<file path="config.mk">
export PLATFORM = sky130hd
export DESIGN_NAME = key_matrix_scanner_core
export DESIGN_NICKNAME = d
export VERILOG_FILES = /design/src/rtl/core/kms_pkg.sv /design/src/rtl/core/kms_front.sv /design/src/rtl/core/kms_queue.sv /design/src/rtl/core/kms_back.sv /design/src/rtl/core/key_matrix_scanner_core.sv
export SDC_FILE = /design/constraint.sdc
export NUM_CORES = 1
export LEC_CHECK = 0
export ABC_AREA = 0
export ABC_CLOCK_PERIOD_IN_PS = 4000
export BUFFER_PORTS_ARGS = -buffer_cell sky130_fd_sc_hd__buf_2
export CORE_ASPECT_RATIO = 1.5
export CORE_UTILIZATION = 59
export DETAILED_ROUTE_END_ITERATION = 10
export PLACE_DENSITY = 0.88
export SYNTH_ARGS = -nofsm -noshare
export SYNTH_HDL_FRONTEND = slang
export SYNTH_SLANG_ARGS = --single-unit
</file>
<file path="constraint.sdc">
create_clock -name i_clk -period 4 [get_ports i_clk]
set_input_delay 0.8 -clock i_clk [delete_from_list [all_inputs] [get_ports i_clk]]
set_output_delay 0.8 -clock i_clk [all_outputs]
set_load 0.02 [all_outputs]
</file>
<file path="src/rtl/core/kms_pkg.sv">
// Shared constants, types and helpers for the key matrix scanner.
package kms_pkg;

    localparam int MAX_COLS = 16;
    localparam int MAX_ROWS = 16;
    localparam int HW_LIMIT = 16;

    localparam int COL_LIM = (MAX_COLS < HW_LIMIT) ? MAX_COLS : HW_LIMIT;
    localparam int ROW_LIM = (MAX_ROWS < HW_LIMIT) ? MAX_ROWS : HW_LIMIT;

    localparam int ROWS_W  = 16;
    localparam int COL_W   = 4;
    localparam int ROW_IDX_W = 4;
    localparam int CNT_W   = 5;
    localparam int POS_W   = 8;
    localparam int CFG_IDX_W = 2;

    localparam logic [CNT_W-1:0] COUNT_RESET = 5'd16;

    localparam logic [CFG_IDX_W-1:0] CFG_COL_COUNT      = 2'd0;
    localparam logic [CFG_IDX_W-1:0] CFG_ROW_COUNT      = 2'd1;
    localparam logic [CFG_IDX_W-1:0] CFG_REPORT_PRESSES = 2'd2;

    typedef struct packed {
        logic [COL_W-1:0]  col;
        logic [ROWS_W-1:0] pressed;
        logic [COL_W-1:0]  next_col;
        logic              done;
        logic [CNT_W-1:0]  cols;
        logic              report;
    } t_desc;

    typedef struct packed {
        logic [COL_W-1:0]  scanned_column;
        logic [ROWS_W-1:0] pressed_rows;
        logic [POS_W-1:0]  key_position;
        logic              key_valid;
        logic [COL_W-1:0]  drive_column;
        logic              frame_done;
        logic              last;
    } t_res;

    typedef struct packed {
        logic              valid;
        logic [CFG_IDX_W-1:0] index;
        logic [CNT_W-1:0]  data;
    } t_cfg_wr;

    function automatic logic [CNT_W-1:0] clamp_count(input logic [CNT_W-1:0] v,
                                                     input logic [CNT_W-1:0] lim);
        logic [CNT_W-1:0] r;
        if (v == '0) begin
            r = CNT_W'(1);
        end else if (v > lim) begin
            r = lim;
        end else begin
            r = v;
        end
        return r;
    endfunction

endpackage

</file>
<file path="src/rtl/core/kms_front.sv">
// Front end: holds configuration and the column counter, classifies each sample.
module kms_front import kms_pkg::*; (
    input  logic              i_clk,
    input  logic              i_rst_n,
    input  t_cfg_wr           i_cfg,
    input  logic              i_push,
    input  logic [ROWS_W-1:0] i_row_levels,
    input  logic              i_q_full,
    output logic              o_q_wr,
    output t_desc             o_desc
);

    logic [CNT_W-1:0] r_col_count, n_col_count;
    logic [CNT_W-1:0] r_row_count, n_row_count;
    logic             r_report, n_report;
    logic [COL_W-1:0] r_cur_col, n_cur_col;

    logic [CNT_W-1:0]  cols, rows;
    logic [ROWS_W-1:0] mask;
    logic [COL_W-1:0]  col;
    logic [CNT_W-1:0]  col_inc;
    logic              done;

    always_comb begin
        cols = clamp_count(r_col_count, CNT_W'(COL_LIM));
        rows = clamp_count(r_row_count, CNT_W'(ROW_LIM));
        for (int i = 0; i < ROWS_W; i++) begin
            mask[i] = (CNT_W'(i) < rows);
        end
        col     = ({1'b0, r_cur_col} >= cols) ? '0 : r_cur_col;
        col_inc = {1'b0, col} + CNT_W'(1);
        done    = (col_inc >= cols);

        o_desc.col      = col;
        o_desc.pressed  = ~i_row_levels & mask;
        o_desc.next_col = done ? '0 : col_inc[COL_W-1:0];
        o_desc.done     = done;
        o_desc.cols     = cols;
        o_desc.report   = r_report;

        o_q_wr = i_push && !i_q_full;

        n_col_count = r_col_count;
        n_row_count = r_row_count;
        n_report    = r_report;
        if (i_cfg.valid) begin
            case (i_cfg.index)
                CFG_COL_COUNT:      n_col_count = i_cfg.data;
                CFG_ROW_COUNT:      n_row_count = i_cfg.data;
                CFG_REPORT_PRESSES: n_report    = i_cfg.data[0];
                default:            ;
            endcase
        end
        n_cur_col = o_q_wr ? o_desc.next_col : r_cur_col;
    end

    always_ff @(posedge i_clk) begin
        if (!i_rst_n) begin
            r_col_count <= COUNT_RESET;
            r_row_count <= COUNT_RESET;
            r_report    <= 1'b0;
            r_cur_col   <= '0;
        end else begin
            r_col_count <= n_col_count;
            r_row_count <= n_row_count;
            r_report    <= n_report;
            r_cur_col   <= n_cur_col;
        end
    end

endmodule

</file>
<file path="src/rtl/core/kms_queue.sv">
// Two-entry request queue between the front end and the row walker.
module kms_queue import kms_pkg::*; (
    input  logic  i_clk,
    input  logic  i_rst_n,
    input  logic  i_wr,
    input  t_desc i_data,
    input  logic  i_rd,
    output logic  o_full,
    output logic  o_nonempty,
    output t_desc o_data
);

    t_desc      r_mem [2];
    logic       r_wr_ptr, r_rd_ptr;
    logic [1:0] r_cnt;

    assign o_full     = (r_cnt == 2'd2);
    assign o_nonempty = (r_cnt != 2'd0);
    assign o_data     = r_mem[r_rd_ptr];

    always_ff @(posedge i_clk) begin
        if (i_wr) begin
            r_mem[r_wr_ptr] <= i_data;
        end
    end

    always_ff @(posedge i_clk) begin
        if (!i_rst_n) begin
            r_wr_ptr <= 1'b0;
            r_rd_ptr <= 1'b0;
            r_cnt    <= 2'd0;
        end else begin
            if (i_wr) begin
                r_wr_ptr <= ~r_wr_ptr;
            end
            if (i_rd) begin
                r_rd_ptr <= ~r_rd_ptr;
            end
            case ({i_wr, i_rd})
                2'b10:   r_cnt <= r_cnt + 2'd1;
                2'b01:   r_cnt <= r_cnt - 2'd1;
                default: r_cnt <= r_cnt;
            endcase
        end
    end

endmodule

</file>
<file path="src/rtl/core/kms_back.sv">
// Back end: walks the pressed rows of one request and holds the output register.
module kms_back import kms_pkg::*; (
    input  logic  i_clk,
    input  logic  i_rst_n,
    input  logic  i_q_nonempty,
    input  t_desc i_q_data,
    output logic  o_q_rd,
    input  logic  i_pop,
    output logic  o_out_valid,
    output t_res  o_res
);

    t_desc               r_desc, n_desc;
    logic                r_busy, n_busy;
    logic [ROW_IDX_W-1:0] r_y, n_y;
    logic [POS_W-1:0]    r_pos, n_pos;
    logic                r_out_valid;
    t_res                r_res;

    logic              slot, emit, simple, hi_any;
    logic [ROWS_W-1:0] above;
    t_res              res;

    always_comb begin
        for (int i = 0; i < ROWS_W; i++) begin
            above[i] = (ROW_IDX_W'(i) > r_y) && (i < ROWS_W);
        end
        hi_any = |(r_desc.pressed & above);
        simple = !r_desc.report || (r_desc.pressed == '0);
        slot   = !r_out_valid || i_pop;

        res.scanned_column = r_desc.col;
        res.pressed_rows   = r_desc.pressed;
        res.key_position   = simple ? '0 : r_pos;
        res.key_valid      = !simple;
        res.drive_column   = r_desc.next_col;
        res.frame_done     = r_desc.done;
        res.last           = simple ? 1'b1 : !hi_any;

        n_desc = r_desc;
        n_busy = r_busy;
        n_y    = r_y;
        n_pos  = r_pos;
        o_q_rd = 1'b0;
        emit   = 1'b0;

        if (!r_busy) begin
            if (i_q_nonempty) begin
                o_q_rd = 1'b1;
                n_desc = i_q_data;
                n_busy = 1'b1;
                n_y    = '0;
                n_pos  = POS_W'(i_q_data.col);
            end
        end else if (simple) begin
            if (slot) begin
                emit   = 1'b1;
                n_busy = 1'b0;
            end
        end else if (r_desc.pressed[r_y]) begin
            if (slot) begin
                emit = 1'b1;
                if (!hi_any) begin
                    n_busy = 1'b0;
                end else begin
                    n_y   = r_y + ROW_IDX_W'(1);
                    n_pos = r_pos + POS_W'(r_desc.cols);
                end
            end
        end else begin
            n_y   = r_y + ROW_IDX_W'(1);
            n_pos = r_pos + POS_W'(r_desc.cols);
        end
    end

    always_ff @(posedge i_clk) begin
        r_desc <= n_desc;
        r_y    <= n_y;
        r_pos  <= n_pos;
        if (emit) begin
            r_res <= res;
        end
    end

    always_ff @(posedge i_clk) begin
        if (!i_rst_n) begin
            r_busy      <= 1'b0;
            r_out_valid <= 1'b0;
        end else begin
            r_busy <= n_busy;
            if (emit) begin
                r_out_valid <= 1'b1;
            end else if (i_pop) begin
                r_out_valid <= 1'b0;
            end
        end
    end

    assign o_out_valid = r_out_valid;
    assign o_res       = r_res;

endmodule

</file>
<file path="src/rtl/core/key_matrix_scanner_core.sv">
// Key matrix scanner top level: front end, request queue and row walker.
// The row walker loads one request at a time from a two-entry queue that decouples input; with
// reporting on and a key pressed it steps row by row up to the highest pressed row and emits
// a result per pressed row, else a single result; it stalls while its result is not popped.
// Reset (synchronous, active low) sets both counts to 16, reporting off, column 0,
// and empties the queue and the output register.
module key_matrix_scanner_core import kms_pkg::*; (
    input  logic                 i_clk,
    input  logic                 i_rst_n,
    input  logic                 i_cfg_valid,
    output logic                 o_cfg_ready,
    input  logic [CFG_IDX_W-1:0] i_cfg_index,
    input  logic [CNT_W-1:0]     i_cfg_data,
    input  logic                 push,
    output logic                 full,
    input  logic [ROWS_W-1:0]    i_row_levels,
    output logic                 empty,
    input  logic                 pop,
    output logic [COL_W-1:0]     o_scanned_column,
    output logic [ROWS_W-1:0]    o_pressed_rows,
    output logic [POS_W-1:0]     o_key_position,
    output logic                 o_key_valid,
    output logic [COL_W-1:0]     o_drive_column,
    output logic                 o_frame_done,
    output logic                 o_last
);

    t_cfg_wr cfg;
    t_desc   wr_desc, rd_desc;
    t_res    res;
    logic    q_wr, q_rd, q_full, q_nonempty, out_valid;

    assign o_cfg_ready = 1'b1;
    assign cfg.valid   = i_cfg_valid;
    assign cfg.index   = i_cfg_index;
    assign cfg.data    = i_cfg_data;

    kms_front u_front (
        .i_clk        (i_clk),
        .i_rst_n      (i_rst_n),
        .i_cfg        (cfg),
        .i_push       (push),
        .i_row_levels (i_row_levels),
        .i_q_full     (q_full),
        .o_q_wr       (q_wr),
        .o_desc       (wr_desc)
    );

    kms_queue u_queue (
        .i_clk      (i_clk),
        .i_rst_n    (i_rst_n),
        .i_wr       (q_wr),
        .i_data     (wr_desc),
        .i_rd       (q_rd),
        .o_full     (q_full),
        .o_nonempty (q_nonempty),
        .o_data     (rd_desc)
    );

    kms_back u_back (
        .i_clk        (i_clk),
        .i_rst_n      (i_rst_n),
        .i_q_nonempty (q_nonempty),
        .i_q_data     (rd_desc),
        .o_q_rd       (q_rd),
        .i_pop        (pop),
        .o_out_valid  (out_valid),
        .o_res        (res)
    );

    assign full             = q_full;
    assign empty            = !out_valid;
    assign o_scanned_column = res.scanned_column;
    assign o_pressed_rows   = res.pressed_rows;
    assign o_key_position   = res.key_position;
    assign o_key_valid      = res.key_valid;
    assign o_drive_column   = res.drive_column;
    assign o_frame_done     = res.frame_done;
    assign o_last           = res.last;

endmodule

</file>
### After elaboration in Yosys (flattened, before gate mapping)

Memories as Yosys holds them, arrays and structs flattened. A register that Yosys moved wholly into a read port is not among the register bits.
Index checks and enable logic that the tools add are counted.

| word-level totals | value |
|---|---|
| RAM bits | 62 |
| memories kept | 1 |
| output and inout bits | 38 |
| bits of input ports | 28 |
| flip-flop bits (word level) | 99 |

| operators by class | value |
|---|---|
| add/sub/neg operators | 5 |
| equal/unequal tests | 8 |
| magnitude comparators | 37 |
| mux-type cells | 39 |
| bitwise gates (word level) | 6 |
| reductions and logical operators | 22 |

Memory list:

| memory | words | bits a word | read ports | clocked after Yosys merged registers in | wr ports | RTL line | RTL |
|---|---|---|---|---|---|---|---|
| u_queue.r_mem | 2 | 31 | 1 | 1 | 1 | kms_queue.sv:13 | `t_desc r_mem [2];` |

Operators with widths:

| kind | number |
|---|---|
| 2-to-1 mux 8 bit | 6 |
| < comparator 4 x 5 -> 1 bit, first input constant | 8 |
| AND 16 bit | 2 |
| > comparator 4 bit, first input constant | 8 |
| 2-to-1 mux 4 bit | 8 |
| < comparator 3 x 5 -> 1 bit, first input constant | 4 |
| 2-to-1 mux 5 bit | 4 |
| 2-to-1 mux 1 bit | 19 |
| > comparator 3 x 4 -> 1 bit, first input constant | 4 |
| zero test 16 bit | 1 |
| inverter 16 bit | 1 |
| OR reduction 16 bit | 1 |
| > comparator 5 bit, second input constant | 2 |
| zero test 5 bit | 2 |
| < comparator 1 x 5 -> 1 bit, first input constant | 2 |
| < comparator 2 x 5 -> 1 bit, first input constant | 2 |
| adder 8 x 5 -> 8 bit | 1 |
| > comparator 1 x 4 -> 1 bit, first input constant | 2 |
| > comparator 2 x 4 -> 1 bit, first input constant | 2 |
| AND reduction 2 bit | 4 |
| nonzero test 2 bit | 4 |
| equality test 2 bit, second input constant | 3 |
| != test 3 bit, second input constant | 2 |
| adder 4 x 1 -> 5 bit, second input constant | 1 |
| 16 further kinds | 24 |

### Longest topological paths before layout

| depth | value |
|---|---|
| depth in word-level cells | 8 |
| depth in mapped cells | 16 |
| mapped depth without buffers | 16 |

### Hierarchy

From an unflattened synthesis, not the netlist that was laid out.

| unflattened totals | value |
|---|---|
| cells, all modules | 467 |
| area total of the unflattened synthesis | 6,896.6 um^2 |

By module, submodules not included:

| module | sequential area each (um^2) | cells an instance | area each (um^2) | instances |
|---|---|---|---|---|
| kms_back | 2,382.3 | 191 | 3,245.6 | 1 |
| kms_queue | 1,961.9 | 118 | 2,444.8 | 1 |
| kms_front | 300.3 | 155 | 1,191.1 | 1 |
| key_matrix_scanner_core | 0.0 | 3 | 15.0 | 1 |

### Worst setup path after synthesis

Ideal clock, no wire load.

| timing path | value |
|---|---|
| path kind | reg2reg |
| start | register u_back.r_desc[24] (netlist bit) |
| end | register u_back.r_res, in the netlist u_back.o_res[0], enable pin |
| arrival time | 3.029 ns |
| stages on the path, launching flop included | 7 |
| slack | 0.544 ns |
| period minus slack after synthesis | 3.456 ns |
| data required time | 3.572 ns |
| path buffers | 0 |
| path through | edfxtp_1 -> nor4_1 -> nand4_1 -> and2_1 -> nor2b_4 -> nand2b_4 -> nor2_1 |

| between the ends | value |
|---|---|
| cells in the longest elaborated chain, start to end | 5 |
| elaborated cells between the ends (all ways) | 7 |

Ends and longest elaborated chain:

| what | RTL line | RTL |
|---|---|---|
| start: declaration | kms_back.sv:13 | `t_desc r_desc, n_desc;` |
| start signal: assignment | kms_back.sv:77 | `r_desc <= n_desc;` |
| binary-select mux 1 bit (select 4 bit) | kms_back.sv:60 | `end else if (r_desc.pressed[r_y]) begin` |
| 2-to-1 mux 1 bit (not written as such) | kms_back.sv:60 |  |
| 2-to-1 mux 1 bit | kms_back.sv:60 |  |
| 2-to-1 mux 1 bit * | kms_back.sv:55 | `end else if (simple) begin` |
| 2-to-1 mux 1 bit * | kms_back.sv:47 | `if (!r_busy) begin` |
| net u_back.emit | kms_back.sv:20 | `logic slot, emit, simple, hi_any;` |
| end signal: assignment | kms_back.sv:81 | `r_res <= res;` |
| end: declaration | kms_back.sv:18 | `t_res r_res;` |

Mark *: on every way through the listed nets, which the timed path passes. The rest lies on a longest branch. The select of a mux whose other input is x is not followed.
A chain may end at the register's enable or synchronous reset.

### Final worst setup path

| timing path | value |
|---|---|
| start | register u_front.r_col_count[3] |
| end | register u_front.r_cur_col[3] |

| between the ends | value |
|---|---|
| cells in the longest elaborated chain, start to end | 8 |
| elaborated cells between the ends (all ways) | 9 |

Ends and longest elaborated chain:

| what | RTL line | RTL |
|---|---|---|
| start: declaration | kms_front.sv:13 | `logic [CNT_W-1:0] r_col_count, n_col_count;` |
| start signal: assignment | kms_front.sv:64 | `r_col_count <= n_col_count;` |
| > comparator 5 bit | kms_pkg.sv:54 | `end else if (v > lim) begin` |
| 2-to-1 mux 5 bit | kms_pkg.sv:54 |  |
| 2-to-1 mux 5 bit * | kms_pkg.sv:52 | `if (v == '0) begin` |
| net u_front.cols[0] | kms_front.sv:18 | `logic [CNT_W-1:0] cols, rows;` |
| greater-or-equal comparator 4 x 5 -> 1 bit * | kms_front.sv:30 | `col = ({1'b0, r_cur_col} >= cols) ? '0 : r_cur_col;` |
| 2-to-1 mux 4 bit * | kms_front.sv:30 |  |
| net u_front.col[1] | kms_front.sv:20 | `logic [COL_W-1:0] col;` |
| adder 4 x 1 -> 5 bit * | kms_front.sv:31 | `col_inc = {1'b0, col} + CNT_W'(1);` |
| greater-or-equal comparator 5 bit * | kms_front.sv:32 | `done = (col_inc >= cols);` |
| net u_front.done | kms_front.sv:22 | `logic done;` |
| 2-to-1 mux 4 bit * | kms_front.sv:36 | `o_desc.next_col = done ? '0 : col_inc[COL_W-1:0];` |
| end signal: assignment | kms_front.sv:67 | `r_cur_col <= n_cur_col;` |
| end: declaration | kms_front.sv:16 | `logic [COL_W-1:0] r_cur_col, n_cur_col;` |

Mark *: on every way through the listed nets, which the timed path passes. The rest lies on a longest branch.

==> flow_summary.toml <==
[cts]
clk_path_buf_depth = 2
cts.sinks = 162
root_buffer = "clkbuf_16"
path_clk_slew_ns = 0.06
post_cts.repair.setup_buffers = 0
ctsHoldBuffers = 0
cts_tree = "yes"
ctsHtreeMaxLevel = 4
cts_buffers = 17
clk_latency_ns = 0.42
postCtsResizedCells = 0

[placed_design]
place_hpwl_um = 8050
numPortBuffers = 64
place_congestion = 0.904

[timing]
period_share_pct = 89.9
relSlewSlack_pct = 36.9
layout_min_cycle_time_ns = 3.60
fin_tns_setup_ns = 0
fmax_mhz = 278
worstMarginPinSlew_ns = 0.944
finalHoldViolCount = 0
slew_viol_final = 0
fin_skew_ns = 0.00745
setup_viol = 0
rsz0062_at_grt = "false"

[logic_synthesis]
synthXorXnorAreaFrac_pct = 1.44
synthesis.nets = 495
synth_compound_area_share_pct = 5.64
synthesis.area_um2 = 6700
synth_top_family_by_area = "simple AND/OR/NAND/NOR gates"
synthTopCellsByArea = "edfxtp_1 (63%), dfxtp_1 (6.6%), mux2_2 (5.4%), ha_1 (3.6%), a21oi_1 (1.8%)"
yosys.area_share.simple_pct = 8.67
ys_warn_count = 0
ys_ff_latch = 162
avgSynthCellArea_um2 = 15.0
yosysTopAreaCell = "edfxtp_1"
synth_fa_ha_area_share_pct = 3.85
netlist_instances = 447
synth-seq-area-share_pct = 69.4
synth_mux_area_share_pct = 8.58
synth_ff_type = "edfxtp_1"
synth_top_area_share_pct = 62.8
synth-edff-count = 140
synthArstFlopShare_pct = 0
synth_cell_type_count = 52

[power_and_ir_drop]
max-vdd-ir-drop_uv = 376
power.density_nw_per_um2 = 757
leakagePower_uw = 0.00296

[setup_path]
crit_fanout = 10
r2r-start = "u_front.r_col_count[3]"
path_class = "reg2reg"
required_ns = 4.32
r2r_slack_ns = 0.40
worstRegToRegCells = 17
cp-end-kind = "flop"
crit_arrival_ns = 3.91
critPathCapture = "u_front.r_cur_col[3]"
regToRegEndpoint = "u_front.r_cur_col[3]"
start_kind = "flop"
crit_start = "u_front.r_col_count[3]"

[route]
wire_per_inst_um = 18.2
drtIter0Drc = 248
drc = 0
drt-total-wl_um = 12400
ant_nets = 0
drtPass1Iterations = 5
vias_per_cell = 5.72
num_vias = 3896

[die]
initial_utilization_pct = 60.6
die_w_um = 89.0
core-area_um2 = 11100
die_h_um = 132
io-pin-count = 66
num_rows = 47
dieArea_um2 = 11800

[min_path]
hp-class = "reg2reg"

[grt]
grt_pass1_vias = 3938
grtUsageTotal_pct = 23.0
grt_pass1_wl_um = 19800
grt_overflow_total = 0
grt_max_degree = 36
antenna_found_initial = 0

[finish]
num_antenna_cells = 0
num-nets-final = 571
syn_to_final_growth_pct = 15.7
drive_above_1_share_pct = 26.2
final_util_pct = 70.1

[run]
maxCapViolations = 0

[status]
status = "complete, no violations"
==> state kept, by name, indices dropped and copies added (netlist names), named ones only <==
register,flops
u_queue.r_cnt,2
u_front.r_col_count,5
u_front.r_cur_col,4
u_back.o_out_valid,1
u_back.r_pos,8
u_back.r_y,4
u_queue.r_wr_ptr,1
u_front.r_report,1
u_back.r_busy,1
u_queue.r_rd_ptr,1
u_back.r_desc,31
u_queue.r_mem,62
u_back.o_res,35
u_front.r_row_count,5
==> final cells by class <==
cell class / instances / area, µm²
Sequential cell: 162 / 4640
Fill cell: 749 / 3310
Multi-Input combinational cell: 245 / 1900
Clock buffer: 18 / 429
Timing Repair Buffer: 71 / 373
Tap cell: 147 / 184
Clock inverter: 12 / 118
Inverter: 26 / 97.6
==> per-layer routing <==
metal  track usage [%]  wire (µm)  part of all wire (%)  vias to the layer above
li1                  -          -                     -                     1815
met1              27.1       4730                    38                     1897
met2              39.9       6780                    55                      154
met3              4.74        565                   4.6                       30
met4              10.3        303                   2.4                        0
met5                 0          0                     0                        -
==> synth_stat cells, types with 7 or more instances <==
library cell,n
clkbuf_1,10
a21oi_1,24
mux2_2,32
xnor2_1,7
nor2b_1,12
edfxtp_1,140
nand3_1,10
and3_1,9
o21ai_0,9
mux2i_1,9
ha_1,19
nor2_1,25
and2_1,11
inv_1,26
nand2_1,14
dfxtp_1,22
==> stage by stage <==
stage / worst slack (ns) / total power (µW) / cells / hold slack, ns / cell area [µm²]
finish: 0.403 / 5860 / 681 / 0.423 / 7750
global route: 0.164 / 6130 / 681 / 0.428 / 7750
CTS: 0.435 / 5880 / 681 / 0.424 / 7750
detailed placement: 0.514 / 4350 / 651 / 0.408 / 7200
global placement: 0.619 / 4240 / 651 / 0.400 / 7200
floorplan: 0.544 / 3890 / 447 / 0.400 / 6700
==> worst min path at each step <==
stage                        to  cells past startpoint               from  slack, ns
2_1_floorplan   u_back.o_res[1]                      0   u_back.r_desc[6]       0.40
3_3_place_gp    u_back.o_res[5]                      0  u_back.r_desc[10]       0.40
3_5_place_dp    u_back.o_res[4]                      0   u_back.r_desc[9]       0.41
4_1_cts        u_back.o_res[34]                      0  u_back.r_desc[30]       0.42
5_1_grt        u_back.o_res[31]                      0  u_back.r_desc[27]       0.43
6_report       u_back.o_res[34]                      0  u_back.r_desc[30]       0.42
==> critical path: stages (launching register included) <==
cell,delay (ns)
dfxtp_1,0.33
nor3_1,0.19
nor2_1,0.07
nor2_1,0.24
ha_1,0.29
nand2b_1,0.14
a21o_1,0.18
a211o_1,0.33
nand2_1,0.10
and2_1,0.19
ha_1,0.20
xnor2_1,0.18
inv_1,0.08
ha_1,0.28
a21oi_1,0.13
o21ai_1,0.08
buf_4,0.17
o41ai_1,0.34
==> where the power goes <==
| group | total (µW) | internal (µW) | switching [µW] |
|---|---|---|---|
| registers | 2850 | 2540 | 311 |
| logic | 1510 | 636 | 878 |
| clock network | 1500 | 901 | 598 |
| total | 5860 | 4070 | 1790 |
==> cells in the final DEF (no fill, tap or decap), types with 6 or more instances in the layout <==
| cell | synthesis | layout |
|---|---|---|
| a21oi_1 | 24 | 24 |
| and2_1 | 11 | 11 |
| and3_1 | 9 | 9 |
| buf_2 | 0 | 64 |
| buf_4 | 1 | 7 |
| clkbuf_16 | 0 | 17 |
| dfxtp_1 | 22 | 22 |
| edfxtp_1 | 140 | 140 |
| ha_1 | 19 | 19 |
| inv_1 | 26 | 26 |
| mux2_2 | 32 | 32 |
| mux2i_1 | 9 | 9 |
| nand2_1 | 14 | 14 |
| nand2b_1 | 6 | 6 |
| nand3_1 | 10 | 10 |
| nor2_1 | 25 | 21 |
| nor2b_1 | 12 | 12 |
| o21ai_0 | 9 | 9 |
| xnor2_1 | 7 | 7 |
==> logic make-up after synthesis <==
kind of cell | after synthesis
multiplexers | 46
flip-flops | 162
AO/OA/AOI/OAI | 60
AND/OR/NAND/NOR | 107
buffers and inverters | 40
other | 1
XOR/XNOR | 11
adder cells (fa/ha/maj) | 20
No activity file was read; power rests on OpenSTA's default activity.
